**src/hdl/tga_pkg.sv**
```systemverilog
// types and constants shared by the targa rle decoder
`timescale 1ns / 1ps
package tga_pkg;

  localparam int unsigned PIXEL_W    = 32;
  localparam int unsigned COUNT_W    = 8;
  localparam int unsigned HDR_KIND   = 7;
  localparam logic [6:0]  COUNT_MASK = 7'd127;
  localparam logic [7:0]  MAX_RUN    = 8'd128;
  localparam int unsigned BPP_W      = 3;
  localparam int unsigned IMG_W      = 25;

  localparam logic        REG_BPP    = 1'b0;
  localparam logic        REG_IMG    = 1'b1;

  typedef struct packed {
    logic [PIXEL_W-1:0] pixel;
    logic               is_repeat;
    logic [COUNT_W-1:0] count;
    logic               eop;
  } cmd_t;

endpackage

```
**src/hdl/tga_if.sv**
```systemverilog
// request channels: stream bytes in, decoded pixels out
`timescale 1ns / 1ps
interface tga_byte_if;
  logic       valid;
  logic       ready;
  logic [7:0] data_byte;
  modport source (output valid, output data_byte, input ready);
  modport sink (input valid, input data_byte, output ready);
  modport monitor (input valid, input data_byte, input ready);
endinterface

interface tga_pix_if;
  logic        valid;
  logic        ready;
  logic [31:0] pixel;
  logic [1:0]  copies;
  logic        last_of_run;
  logic        image_done;
  modport source (output valid, output pixel, output copies, output last_of_run,
                  output image_done, input ready);
  modport sink (input valid, input pixel, input copies, input last_of_run,
                input image_done, output ready);
  modport monitor (input valid, input pixel, input copies, input last_of_run,
                   input image_done, input ready);
endinterface

```
**src/hdl/tga_rle_pixel_decoder_top.sv**
```systemverilog
// top level of the targa rle pixel decoder
`timescale 1ns / 1ps
// usage:
// - in_ch carries one compressed byte per request; headers and pixel bytes
//   share the channel. header bytes are always taken at once.
// - out_ch carries decoded pixels, each request worth one or two copies.
//   a repeat packet gives up to 64 requests, a literal pixel one.
// - cfg_we/cfg_index/cfg_data write bytes_per_pixel (0) and image_pixels (1);
//   write only while no bytes are in flight.
// - path: a completed pixel is registered in the command queue and then in
//   the output register; a repeat run first passes the back end's run state.
// - throughput: one input byte per cycle while the two-entry command queue
//   has room; a repeat run then holds the back end while it issues
//   ceil(n/2) requests, n clipped to the pixels left in the image.
// - when the receiver stalls, the output register holds, the queue fills and
//   in_ch.ready drops for pixel bytes.
// - reset (rst, synchronous) clears the parser, the queue, the pixel count
//   and the output valid; registers return to 4 bytes per pixel, 1 pixel.
module tga_rle_pixel_decoder_top
  import tga_pkg::*;
#(
  parameter int PIXEL_COUNT_BITS    = 24,
  parameter int MAX_BYTES_PER_PIXEL = 4
) (
  input  logic             clk,
  input  logic             rst,
  input  logic             cfg_we,
  input  logic             cfg_index,
  input  logic [IMG_W-1:0] cfg_data,
  tga_byte_if.sink         in_ch,
  tga_pix_if.source        out_ch
);

  localparam int CW = PIXEL_COUNT_BITS + 1;
  localparam int WW = (CW > IMG_W) ? CW : IMG_W;

  logic [BPP_W-1:0] bytes_per_pixel;
  logic [IMG_W-1:0] image_pixels;
  logic [BPP_W-1:0] bpp_eff;
  logic [WW-1:0]    img_w;
  logic [WW-1:0]    top_w;
  logic [WW-1:0]    lim_w;
  logic [CW-1:0]    limit;

  logic             f_valid;
  cmd_t             f_cmd;
  logic             f_ready;
  logic             b_valid;
  cmd_t             b_cmd;
  logic             b_ready;

  always_ff @(posedge clk) begin
    if (rst) begin
      bytes_per_pixel <= BPP_W'(4);
      image_pixels    <= IMG_W'(1);
    end else if (cfg_we) begin
      case (cfg_index)
        REG_BPP: bytes_per_pixel <= cfg_data[BPP_W-1:0];
        REG_IMG: image_pixels    <= cfg_data;
        default: ;
      endcase
    end
  end

  always_comb begin
    if (bytes_per_pixel == '0) bpp_eff = BPP_W'(1);
    else if (bytes_per_pixel > BPP_W'(MAX_BYTES_PER_PIXEL)) bpp_eff = BPP_W'(MAX_BYTES_PER_PIXEL);
    else bpp_eff = bytes_per_pixel;
  end

  assign img_w = WW'(image_pixels);
  assign top_w = WW'(1) << PIXEL_COUNT_BITS;
  assign lim_w = (img_w == '0) ? WW'(1) : ((img_w > top_w) ? top_w : img_w);
  assign limit = lim_w[CW-1:0];

  tga_front u_front (
    .clk       (clk),
    .rst       (rst),
    .bpp       (bpp_eff),
    .in_ch     (in_ch),
    .cmd_valid (f_valid),
    .cmd       (f_cmd),
    .cmd_ready (f_ready)
  );

  tga_queue u_queue (
    .clk        (clk),
    .rst        (rst),
    .push_valid (f_valid),
    .push_cmd   (f_cmd),
    .push_ready (f_ready),
    .pop_valid  (b_valid),
    .pop_cmd    (b_cmd),
    .pop_ready  (b_ready)
  );

  tga_back #(.CW(CW)) u_back (
    .clk       (clk),
    .rst       (rst),
    .limit     (limit),
    .cmd_valid (b_valid),
    .cmd       (b_cmd),
    .cmd_ready (b_ready),
    .out_ch    (out_ch)
  );

endmodule

```
**src/hdl/tga_front.sv**
```systemverilog
// front end: packet header parsing and pixel byte assembly
`timescale 1ns / 1ps
module tga_front
  import tga_pkg::*;
(
  input  logic             clk,
  input  logic             rst,
  input  logic [BPP_W-1:0] bpp,
  tga_byte_if.sink         in_ch,
  output logic             cmd_valid,
  output cmd_t             cmd,
  input  logic             cmd_ready
);

  typedef enum logic {PH_HDR, PH_PIX} phase_t;

  phase_t             phase;
  logic               is_repeat;
  logic [COUNT_W-1:0] run_left;
  logic [1:0]         slot;
  logic [PIXEL_W-1:0] accum;

  logic               accept;
  logic               complete;
  logic [PIXEL_W-1:0] accum_next;
  logic [COUNT_W-1:0] run_left_next;
  logic               eop;

  assign in_ch.ready   = (phase == PH_HDR) || cmd_ready;
  assign accept        = in_ch.valid && in_ch.ready;
  assign complete      = ({1'b0, slot} + 3'd1) >= bpp;
  assign accum_next    = accum | ({{(PIXEL_W-8){1'b0}}, in_ch.data_byte} << {slot, 3'b000});
  assign run_left_next = run_left - COUNT_W'(1);
  assign eop           = is_repeat || (run_left_next == '0);

  assign cmd_valid     = accept && (phase == PH_PIX) && complete;
  assign cmd.pixel     = accum_next;
  assign cmd.is_repeat = is_repeat;
  assign cmd.count     = run_left;
  assign cmd.eop       = eop;

  always_ff @(posedge clk) begin
    if (rst) begin
      phase <= PH_HDR;
      slot  <= '0;
      accum <= '0;
    end else if (accept) begin
      case (phase)
        PH_HDR: begin
          run_left  <= {1'b0, in_ch.data_byte[6:0] & COUNT_MASK} + COUNT_W'(1);
          is_repeat <= in_ch.data_byte[HDR_KIND];
          slot      <= '0;
          accum     <= '0;
          phase     <= PH_PIX;
        end
        PH_PIX: begin
          if (!complete) begin
            slot  <= slot + 2'd1;
            accum <= accum_next;
          end else begin
            slot  <= '0;
            accum <= '0;
            if (!is_repeat) run_left <= run_left_next;
            if (eop) phase <= PH_HDR;
          end
        end
        default: phase <= PH_HDR;
      endcase
    end
  end

endmodule

```
**src/hdl/tga_queue.sv**
```systemverilog
// two-entry command queue between front and back end
`timescale 1ns / 1ps
module tga_queue
  import tga_pkg::*;
(
  input  logic clk,
  input  logic rst,
  input  logic push_valid,
  input  cmd_t push_cmd,
  output logic push_ready,
  output logic pop_valid,
  output cmd_t pop_cmd,
  input  logic pop_ready
);

  cmd_t       entries [2];
  logic       wr_ptr;
  logic       rd_ptr;
  logic [1:0] fill;
  logic       do_push;
  logic       do_pop;

  assign push_ready = (fill != 2'd2);
  assign pop_valid  = (fill != 2'd0);
  assign pop_cmd    = entries[rd_ptr];
  assign do_push    = push_valid && push_ready;
  assign do_pop     = pop_valid && pop_ready;

  always_ff @(posedge clk) begin
    if (do_push) entries[wr_ptr] <= push_cmd;
  end

  always_ff @(posedge clk) begin
    if (rst) begin
      wr_ptr <= 1'b0;
      rd_ptr <= 1'b0;
      fill   <= 2'd0;
    end else begin
      if (do_push) wr_ptr <= ~wr_ptr;
      if (do_pop) rd_ptr <= ~rd_ptr;
      case ({do_push, do_pop})
        2'b10:   fill <= fill + 2'd1;
        2'b01:   fill <= fill - 2'd1;
        default: fill <= fill;
      endcase
    end
  end

endmodule

```
**src/hdl/tga_back.sv**
```systemverilog
// back end: run expansion, image pixel counting and output register
`timescale 1ns / 1ps
module tga_back
  import tga_pkg::*;
#(
  parameter int CW = 25
) (
  input  logic          clk,
  input  logic          rst,
  input  logic [CW-1:0] limit,
  input  logic          cmd_valid,
  input  cmd_t          cmd,
  output logic          cmd_ready,
  tga_pix_if.source     out_ch
);

  typedef enum logic {B_IDLE, B_RUN} bstate_t;

  bstate_t            state;
  logic [CW-1:0]      written;
  logic               drop;
  logic [COUNT_W-1:0] n_left;
  logic               run_done;
  logic [PIXEL_W-1:0] run_px;

  logic               out_valid;
  logic [PIXEL_W-1:0] out_pixel;
  logic [1:0]         out_copies;
  logic               out_last;
  logic               out_done;

  logic               can_load;
  logic               load;
  logic [CW-1:0]      remaining;
  logic               rep_done;
  logic               lit_done;
  logic [1:0]         cp;
  logic [COUNT_W-1:0] n_next;

  assign can_load  = !out_valid || out_ch.ready;
  assign cmd_ready = (state == B_IDLE) && can_load;
  assign load      = ((state == B_IDLE) && cmd_valid && cmd_ready && !cmd.is_repeat && !drop) ||
                     ((state == B_RUN) && can_load);
  assign remaining = (written < limit) ? (limit - written) : CW'(1);
  assign rep_done  = CW'(cmd.count) >= remaining;
  assign lit_done  = (remaining == CW'(1));
  assign cp        = (n_left >= COUNT_W'(2)) ? 2'd2 : 2'd1;
  assign n_next    = n_left - COUNT_W'(cp);

  assign out_ch.valid       = out_valid;
  assign out_ch.pixel       = out_pixel;
  assign out_ch.copies      = out_copies;
  assign out_ch.last_of_run = out_last;
  assign out_ch.image_done  = out_done;

  always_ff @(posedge clk) begin
    if (rst) begin
      state     <= B_IDLE;
      written   <= '0;
      drop      <= 1'b0;
      out_valid <= 1'b0;
    end else begin
      if (load) out_valid <= 1'b1;
      else if (out_ch.ready) out_valid <= 1'b0;
      case (state)
        B_IDLE: begin
          if (cmd_valid && cmd_ready) begin
            if (cmd.is_repeat) begin
              run_px   <= cmd.pixel;
              run_done <= rep_done;
              n_left   <= rep_done ? remaining[COUNT_W-1:0] : cmd.count;
              state    <= B_RUN;
            end else if (drop) begin
              if (cmd.eop) drop <= 1'b0;
            end else begin
              out_pixel  <= cmd.pixel;
              out_copies <= 2'd1;
              out_last   <= 1'b1;
              out_done   <= lit_done;
              written    <= lit_done ? '0 : written + CW'(1);
              if (lit_done && !cmd.eop) drop <= 1'b1;
            end
          end
        end
        B_RUN: begin
          if (can_load) begin
            out_pixel  <= run_px;
            out_copies <= cp;
            out_last   <= (n_next == '0);
            out_done   <= (n_next == '0) && run_done;
            if ((n_next == '0) && run_done) written <= '0;
            else written <= written + CW'(cp);
            n_left <= n_next;
            if (n_next == '0) state <= B_IDLE;
          end
        end
        default: state <= B_IDLE;
      endcase
    end
  end

endmodule

```
**src/flat_wrapper.sv**
```systemverilog
// flat-port wrapper written by rule: the top's interface ports become plain ports
module tga_rle_pixel_decoder_top_flat import tga_pkg::*;
#(
  parameter int PIXEL_COUNT_BITS    = 24,
  parameter int MAX_BYTES_PER_PIXEL = 4
)
  (clk, rst, cfg_we, cfg_index, cfg_data, in_ch_valid, in_ch_data_byte, in_ch_ready, out_ch_valid, out_ch_pixel, out_ch_copies, out_ch_last_of_run, out_ch_image_done, out_ch_ready);
  tga_byte_if in_ch_i ();
  tga_pix_if out_ch_i ();
  input  logic clk;
  input  logic rst;
  input  logic cfg_we;
  input  logic cfg_index;
  input  logic [IMG_W-1:0] cfg_data;
  input wire logic [$bits(in_ch_i.valid)-1:0] in_ch_valid;
  input wire logic [$bits(in_ch_i.data_byte)-1:0] in_ch_data_byte;
  output wire logic [$bits(in_ch_i.ready)-1:0] in_ch_ready;
  output wire logic [$bits(out_ch_i.valid)-1:0] out_ch_valid;
  output wire logic [$bits(out_ch_i.pixel)-1:0] out_ch_pixel;
  output wire logic [$bits(out_ch_i.copies)-1:0] out_ch_copies;
  output wire logic [$bits(out_ch_i.last_of_run)-1:0] out_ch_last_of_run;
  output wire logic [$bits(out_ch_i.image_done)-1:0] out_ch_image_done;
  input wire logic [$bits(out_ch_i.ready)-1:0] out_ch_ready;
  assign in_ch_i.valid = in_ch_valid;
  assign in_ch_i.data_byte = in_ch_data_byte;
  assign in_ch_ready = in_ch_i.ready;
  assign out_ch_valid = out_ch_i.valid;
  assign out_ch_pixel = out_ch_i.pixel;
  assign out_ch_copies = out_ch_i.copies;
  assign out_ch_last_of_run = out_ch_i.last_of_run;
  assign out_ch_image_done = out_ch_i.image_done;
  assign out_ch_i.ready = out_ch_ready;
  tga_rle_pixel_decoder_top #(.PIXEL_COUNT_BITS(PIXEL_COUNT_BITS), .MAX_BYTES_PER_PIXEL(MAX_BYTES_PER_PIXEL)) u_core (.clk(clk), .rst(rst), .cfg_we(cfg_we), .cfg_index(cfg_index), .cfg_data(cfg_data), .in_ch(in_ch_i), .out_ch(out_ch_i));
endmodule
```
**config.mk**
```make
export PLATFORM = sky130hd
export DESIGN_NAME = tga_rle_pixel_decoder_top_flat
export DESIGN_NICKNAME = d
export VERILOG_FILES = /design/src/hdl/tga_pkg.sv /design/src/hdl/tga_if.sv /design/src/hdl/tga_rle_pixel_decoder_top.sv /design/src/hdl/tga_front.sv /design/src/hdl/tga_queue.sv /design/src/hdl/tga_back.sv /design/src/flat_wrapper.sv
export SDC_FILE = /design/constraint.sdc
export NUM_CORES = 1
export LEC_CHECK = 0
export BUFFER_PORTS_ARGS = -buffer_cell sky130_fd_sc_hd__buf_4
export CORE_UTILIZATION = 40
export CTS_CLUSTER_DIAMETER = 200
export DETAILED_ROUTE_END_ITERATION = 7
export GPL_TIMING_DRIVEN = 0
export PLACE_DENSITY = 0.59
export SLEW_MARGIN = 20
export SYNTH_ARGS = -nofsm -noshare
export SYNTH_HDL_FRONTEND = slang
export SYNTH_HIERARCHICAL = 1
export SYNTH_SLANG_ARGS = --single-unit
```
**constraint.sdc**
```tcl
create_clock -name clk -period 4.9 [get_ports clk]
set_clock_uncertainty 0.05 [all_clocks]
set_input_delay 0.245 -clock clk [delete_from_list [all_inputs] [get_ports clk]]
set_output_delay 0.245 -clock clk [all_outputs]
set_load 0.01 [all_outputs]
```
# == Word-level counts from Yosys, hierarchy flattened ==
# Memories as Yosys holds them, arrays and structs flattened. A register that Yosys moved wholly into a read port is not among the register bits.
# Index checks and enable logic that the tools add are counted.
# op_classes
n_addsub,10
order_cmp,6
n_eq_ne,11
shifts,1
muxes,63
bitwise,8
n_reduce_logical,37
# ops
cell,count
$mux W25,9
$mux W32,5
$pmux W32 S2,2
$pmux W25 S2,1
$mux W8,6
$or A32 B32 Y32,1
$pmux W8 S2,2
$shl A8 B5 Y32,1
$add A25 B1 Y25 const B,1
$add A25 B2 Y25,1
$eq A25 B1 Y1 const B,1
$ge A8 B25 Y1,1
$gt A25 B25 Y1 const B,1
$logic_not A25 Y1,1
$lt A25 B25 Y1,1
$sub A25 B25 Y25,1
$mux W1,23
$logic_not A8 Y1,2
$reduce_and A4 Y1,4
$logic_and A1 B1 Y1,13
$mux W2,6
$pmux W2 S2,3
$ne A2 B2 Y1 const B,5
$add A7 B1 Y8 const B,1
other kinds (21),44
# totals
ff_bits,181
mem_bits_rw,84
input_bits,39
out_inout_bits,38
word_cells,158
memories,1
# memory_table
name,words,word_bits,rd,rd_ports_with_merged_regs,wr,line,source
u_core.u_queue.entries,2,42,1,1,1,tga_queue.sv:16,cmd_t entries [2];

# == Longest topological paths before layout ==
# logic_depth
ltp_word,11
ltp_mapped,26

# == Hierarchy ==
# The synthesis kept the hierarchy.
# modules_own_cells
module,n_inst,cells_per_inst,area_each_um2,seq_area_each_um2
tga_back,1,721,6966.7,2872.8
tga_queue,1,155,3243.1,2622.5
tga_front,1,281,2324.7,970.9
tga_rle_pixel_decoder_top,1,161,1224.9,560.5

# == Least setup slack after synthesis ==
# Ideal clock, no wire load.
# synth_path
path_type,reg2reg
from,register u_core.image_pixels[0]
to,"register u_core.u_back.n_left[2], data pin"
arrival_ns,4.506
required_time_ns,4.596
slack_ns,0.090
path_stages_with_launch,26
path_buffers,1
synth_period_minus_slack_ns,4.810
path_cell_list,dfxtp_1 nor4_1 nand4_1 o21ai_2 buf_6 and2_1 ha_1 nor2b_1 o2111ai_1 a211o_1 nand4b_1 and4bb_2 nor4_1 nor2_1 nand2_1 ha_1 nor2b_1 o21ai_0 a21boi_0 o21ai_0 nand2b_1 a21oi_1 o21a_1 nor3b_2 a22o_1 a21o_1
# synth_via
elab_chain_len,10
word_cells_on_any_way,12
# synth_lines
element,line,source
from (decl),tga_rle_pixel_decoder_top.sv:38,logic [IMG_W-1:0] image_pixels;
from (signal assigned),tga_rle_pixel_decoder_top.sv:59,REG_IMG: image_pixels <= cfg_data;
$gt A25 B25 Y1,tga_rle_pixel_decoder_top.sv:73,assign lim_w = (img_w == '0) ? WW'(1) : ((img_w > top_w) ? top_w : img_w);
$mux W25,tga_rle_pixel_decoder_top.sv:73,
$mux W25 *,tga_rle_pixel_decoder_top.sv:73,
net u_core.lim_w[1],tga_rle_pixel_decoder_top.sv:42,logic [WW-1:0] lim_w;
$sub A25 B25 Y25 / $lt A25 B25 Y1 (equally long branches),tga_back.sv:44,assign remaining = (written < limit) ? (limit - written) : CW'(1);
$mux W25 *,tga_back.sv:44,
$ge A8 B25 Y1,tga_back.sv:45,assign rep_done = CW'(cmd.count) >= remaining;
$mux W8 *,tga_back.sv:71,n_left <= rep_done ? remaining[COUNT_W-1:0] : cmd.count;
$mux W8 *,tga_back.sv:68,if (cmd.is_repeat) begin
$mux W8 *,tga_back.sv:67,if (cmd_valid && cmd_ready) begin
$pmux W8 S2 *,tga_back.sv:65,case (state)
to (signal assigned),tga_back.sv:71,
to (signal assigned),tga_back.sv:93,n_left <= n_next;
to (decl),tga_back.sv:22,logic [COUNT_W-1:0] n_left;
# Mark *: on every way through the listed nets, which the timed path passes. The rest lies on a longest branch. The select of a mux whose other input is x is not followed.
# A chain may end at the register's enable or synchronous reset.

# == Final worst setup path ==
# layout_path
from,register u_core.image_pixels[23]
to,"register u_core.u_back.n_left[3], data pin"
# layout_via
elab_chain_len,10
word_cells_on_any_way,12
# layout_lines
element,line,source
$gt A25 B25 Y1,tga_rle_pixel_decoder_top.sv:73,
$mux W25,tga_rle_pixel_decoder_top.sv:73,
$mux W25 *,tga_rle_pixel_decoder_top.sv:73,
net u_core.lim_w[20],tga_rle_pixel_decoder_top.sv:42,
$sub A25 B25 Y25 / $lt A25 B25 Y1 (equally long branches),tga_back.sv:44,
$mux W25 *,tga_back.sv:44,
$ge A8 B25 Y1 *,tga_back.sv:45,
net u_core.u_back.rep_done,tga_back.sv:35,logic rep_done;
$mux W8 *,tga_back.sv:71,
$mux W8 *,tga_back.sv:68,
$mux W8 *,tga_back.sv:67,
$pmux W8 S2 *,tga_back.sv:65,
# Marked as above.

==> results.md <==
- Routed vias: 10,850
- Total power: 7.032 mW
- DRT Pass-1 Iters: 5
- Crit Path Max Fanout: 8
- Most frequent cells in the layout: edfxtp_1 (170), a21oi_1 (142), nand2_1 (126)
- Status: finished with violations
- CP startpoint kind: register
- GRT Resource Usage Total: 0.2098
- DR WL/cell: 19.26 um
- Max-cap violations: 0
- IO Pins: 77
- Die footprint: 0.03515 mm2
- #FFs+latches synth: 266
- Fin Hold WS: 0.03390 ns
- Area growth, synth to finish: 23.38%
- Peak supply drop: 0.2943 mV
- Sequential power share: 0.380
- Synth Flop Type: edfxtp_1
- Worst hold path class: primary input to register
- FFs w/ async S/R, synth: 0
- Initial antenna violation count: 0
- Initial Util: 0.4083
- RSZ-0062 raised after global routing: yes
- Clock Tree Buf Depth: 3
- Synthesized area: 0.01376 mm2
- Failing checks: setup timing
- Net Sw Power: 2.189 mW
- Slew Limit Fails: 0
- Register-to-Register Path Depth: 24
- Post-layout minimum cycle time: 5.232 ns
- Post-route setup slack: -0.3324 ns
- Setup TNS: -3.617 ns
- Switching part of the total power: 0.3113
- Post-DP HPWL: 26.32 mm
- CTS buffer count: 30
- First-pass GRT wire length: 59.17 mm
- Post-synth EDFFs: 170
- Hold Path Cell Cnt: 3
- Max frequency: 0.1911 GHz
- WS Path Type: register to register
- Remaining DRCs: 0
- Internal power: 4.843 mW
- Slew margin rel.: 0.2958
- Gr ovfl total: 0
- Final setup violation count: 28
- Design area: 0.01698 mm2
- Post-DRT Antenna Nets: 0
- Leakage: 6.230 nW
- Vias in the first global route: 10,800
- Die Height: 187.5 um
- H-tree Lvls: 1
- Avg Cell Area, Syn: 10.44 um2
- Part of the power in combinational logic: 0.308
- Period Utilization, post-route: 1.068
- CTS tree: done
- CP Capture Type: register
- Placed instance area: 0.01496 mm2
- Worst-Skew Late Latency: 0.56 ns
- Slew @ Worst Pin: 1.048 ns
- Largest net degree at the start of global routing: 32
- Final wirelength: 37.56 mm
- Port buffer count: 73
- Avg Vias per Cell: 5.565
- Yosys warning count: 6
- Most common cell after layout, fill and taps aside: edfxtp_1
- Finished Core Util: 0.5038
- Power Dens Cells: 414.2 mW/mm2
- Power share of the clock group: 0.312
- DRT iter0 DRCs: 821
- Share of cells above drive strength 1: 0.2264
- Count of unique library cells instantiated by Yosys: 94
- CORE AREA: 0.03370 mm2
- Final Hold Viols: 0
- Req. time, crit path: 5.15 ns
- Fin nets: 1,566
- Mapped Cells: 1,318
- Clk root buf: clkbuf_16
- Clock-pin transition on the worst setup and hold timing paths: 0.06 ns
- Die W: 187.5 um
- Post-synthesis sequential area ratio: 0.5107
- Sink Count: 266
- Critical path arrival: 5.48 ns
- Ant. Diodes: 0
- Net Count, Synth: 1,406
- Fill count: 3,097
- Row cnt: 67
- GP Congestion: 0.9151
## worst paths after layout
path / slack (ns) / from / endpoint
worst max-delay path: -0.33 / u_core/image_pixels[23] / u_core/u_back/n_left[3]
worst max register to register: -0.33 / u_core/image_pixels[23] / u_core/u_back/n_left[3]
worst min register to register: 0.43 / u_core/image_pixels[5] / u_core/image_pixels[5]
worst min-delay path: 0.03 / in_ch_data_byte[1] / u_core/u_queue/entries[1][27]
## cell usage after synthesis (all sizes together), types with 8 or more instances
library cell | instances | area, um2
a21o | 19 | 142.6
a21oi | 151 | 759.5
a31oi | 13 | 81.33
and2 | 27 | 176.4
and3 | 17 | 106.4
buf | 22 | 131.4
clkbuf | 50 | 187.7
dfxtp | 96 | 1922
edfxtp | 170 | 5105
ha | 46 | 575.6
inv | 78 | 292.8
mux2 | 76 | 855.8
mux2i | 12 | 120.1
nand2 | 128 | 480.5
nand2b | 10 | 62.56
nand3 | 28 | 140.1
nand4 | 15 | 93.84
nor2 | 56 | 212.7
nor2b | 16 | 100.1
nor3 | 57 | 285.3
nor4 | 14 | 108.9
o211ai | 11 | 82.58
o21a | 8 | 60.06
o21ai | 34 | 185.2
xnor2 | 23 | 201.4
xor2 | 12 | 105.1
## state kept, by name (all words and copies together) (netlist names), 2 cells and up, named ones only
signal and count:
u_core/bytes_per_pixel 3, u_core/image_pixels 25, u_core/u_back/n_left 8, u_core/u_back/out_ch.copies 2, u_core/u_back/out_ch.pixel 32, u_core/u_back/run_px 32
u_core/u_back/written 25, u_core/u_front/accum 32, u_core/u_front/run_left 8, u_core/u_front/slot 2, u_core/u_queue/entries 84, u_core/u_queue/fill 2
## final cells by class
type	instances	area (um2)	area share
well taps	448	560.5	0.03302
repair buffers	135	1212	0.07142
clock buffers	35	769.5	0.04533
clock inverters	21	197.7	0.01165
plain buffers	65	304.0	0.01791
multi-input cells	901	6605	0.3891
inverters	79	296.5	0.01747
flip-flops and latches	266	7030	0.4141
## metrics by stage
stage / std cells / setup slack [ns]
final: 1950 / -0.3324
after global routing: 1950 / -0.4872
after CTS: 1942 / -0.2437
after detailed placement: 1843 / -1.423
after global placement: 1839 / -1.377
after floorplan: 1318 / 0.09006
## power by group through the flow
stage	sequential, mW	clock, mW	combinational [mW]
final	2.67	2.20	2.16
after global routing	2.69	2.34	2.33
after CTS	2.67	2.25	1.95
after detailed placement	2.71	0	1.77
after global placement	2.73	0	1.77
after floorplan	2.73	0	1.23
## metal layers
layer / wire length, um / part of all wire / up-vias / track usage
met3: 1926 / 0.051 / 45 / 0.02777
met2: 16960 / 0.45 / 296 / 0.3284
li1: - / - / 5181 / -
met4: 636 / 0.017 / 0 / 0.05410
met1: 18030 / 0.48 / 5330 / 0.3050
met5: 0 / 0 / - / 0
## worst max-delay path: stages (launching register included)
cell and delay (ns):
dfxtp_2 0.33, nor4_4 0.31, nand4_1 0.24, o21ai_4 0.33
buf_6 0.16, and2_1 0.13, ha_2 0.33, a21oi_2 0.17
o21ai_0 0.13, or2_2 0.34, and4bb_2 0.28, nor4_4 0.39
nor2_4 0.11, nand2_2 0.10, ha_4 0.14, nor2b_4 0.12
o21ai_1 0.05, a21boi_1 0.13, o21ai_1 0.07, nand2b_1 0.09
a21oi_2 0.06, o21a_2 0.26, a21oi_4 0.23, nor2_4 0.09
a221o_1 0.32
## what timing repair did
| item | CTS | global route |
|---|---|---|
| hold endpoints to repair | 35 | 0 |
| hold buffers | 28 | 0 |
| gates cloned | 3 | 0 |
| pin swaps | 23 | 49 |
| gates resized for setup | 55 | 64 |
| setup buffers | 18 | 9 |
| setup endpoints to repair | 35 | 36 |
## cells by family after synthesis
kind of cell             after synthesis  synth area share
AO/OA/AOI/OAI                        323            0.1537
XOR/XNOR                              35           0.02228
adder cells (fa/ha/maj)               49           0.04619
buffers and inverters                151           0.04474
flip-flops                           266            0.5107
multiplexers                          88           0.07093
AND/OR/NAND/NOR                      406            0.1515
Note: power is estimated with default switching activity, not from simulation.
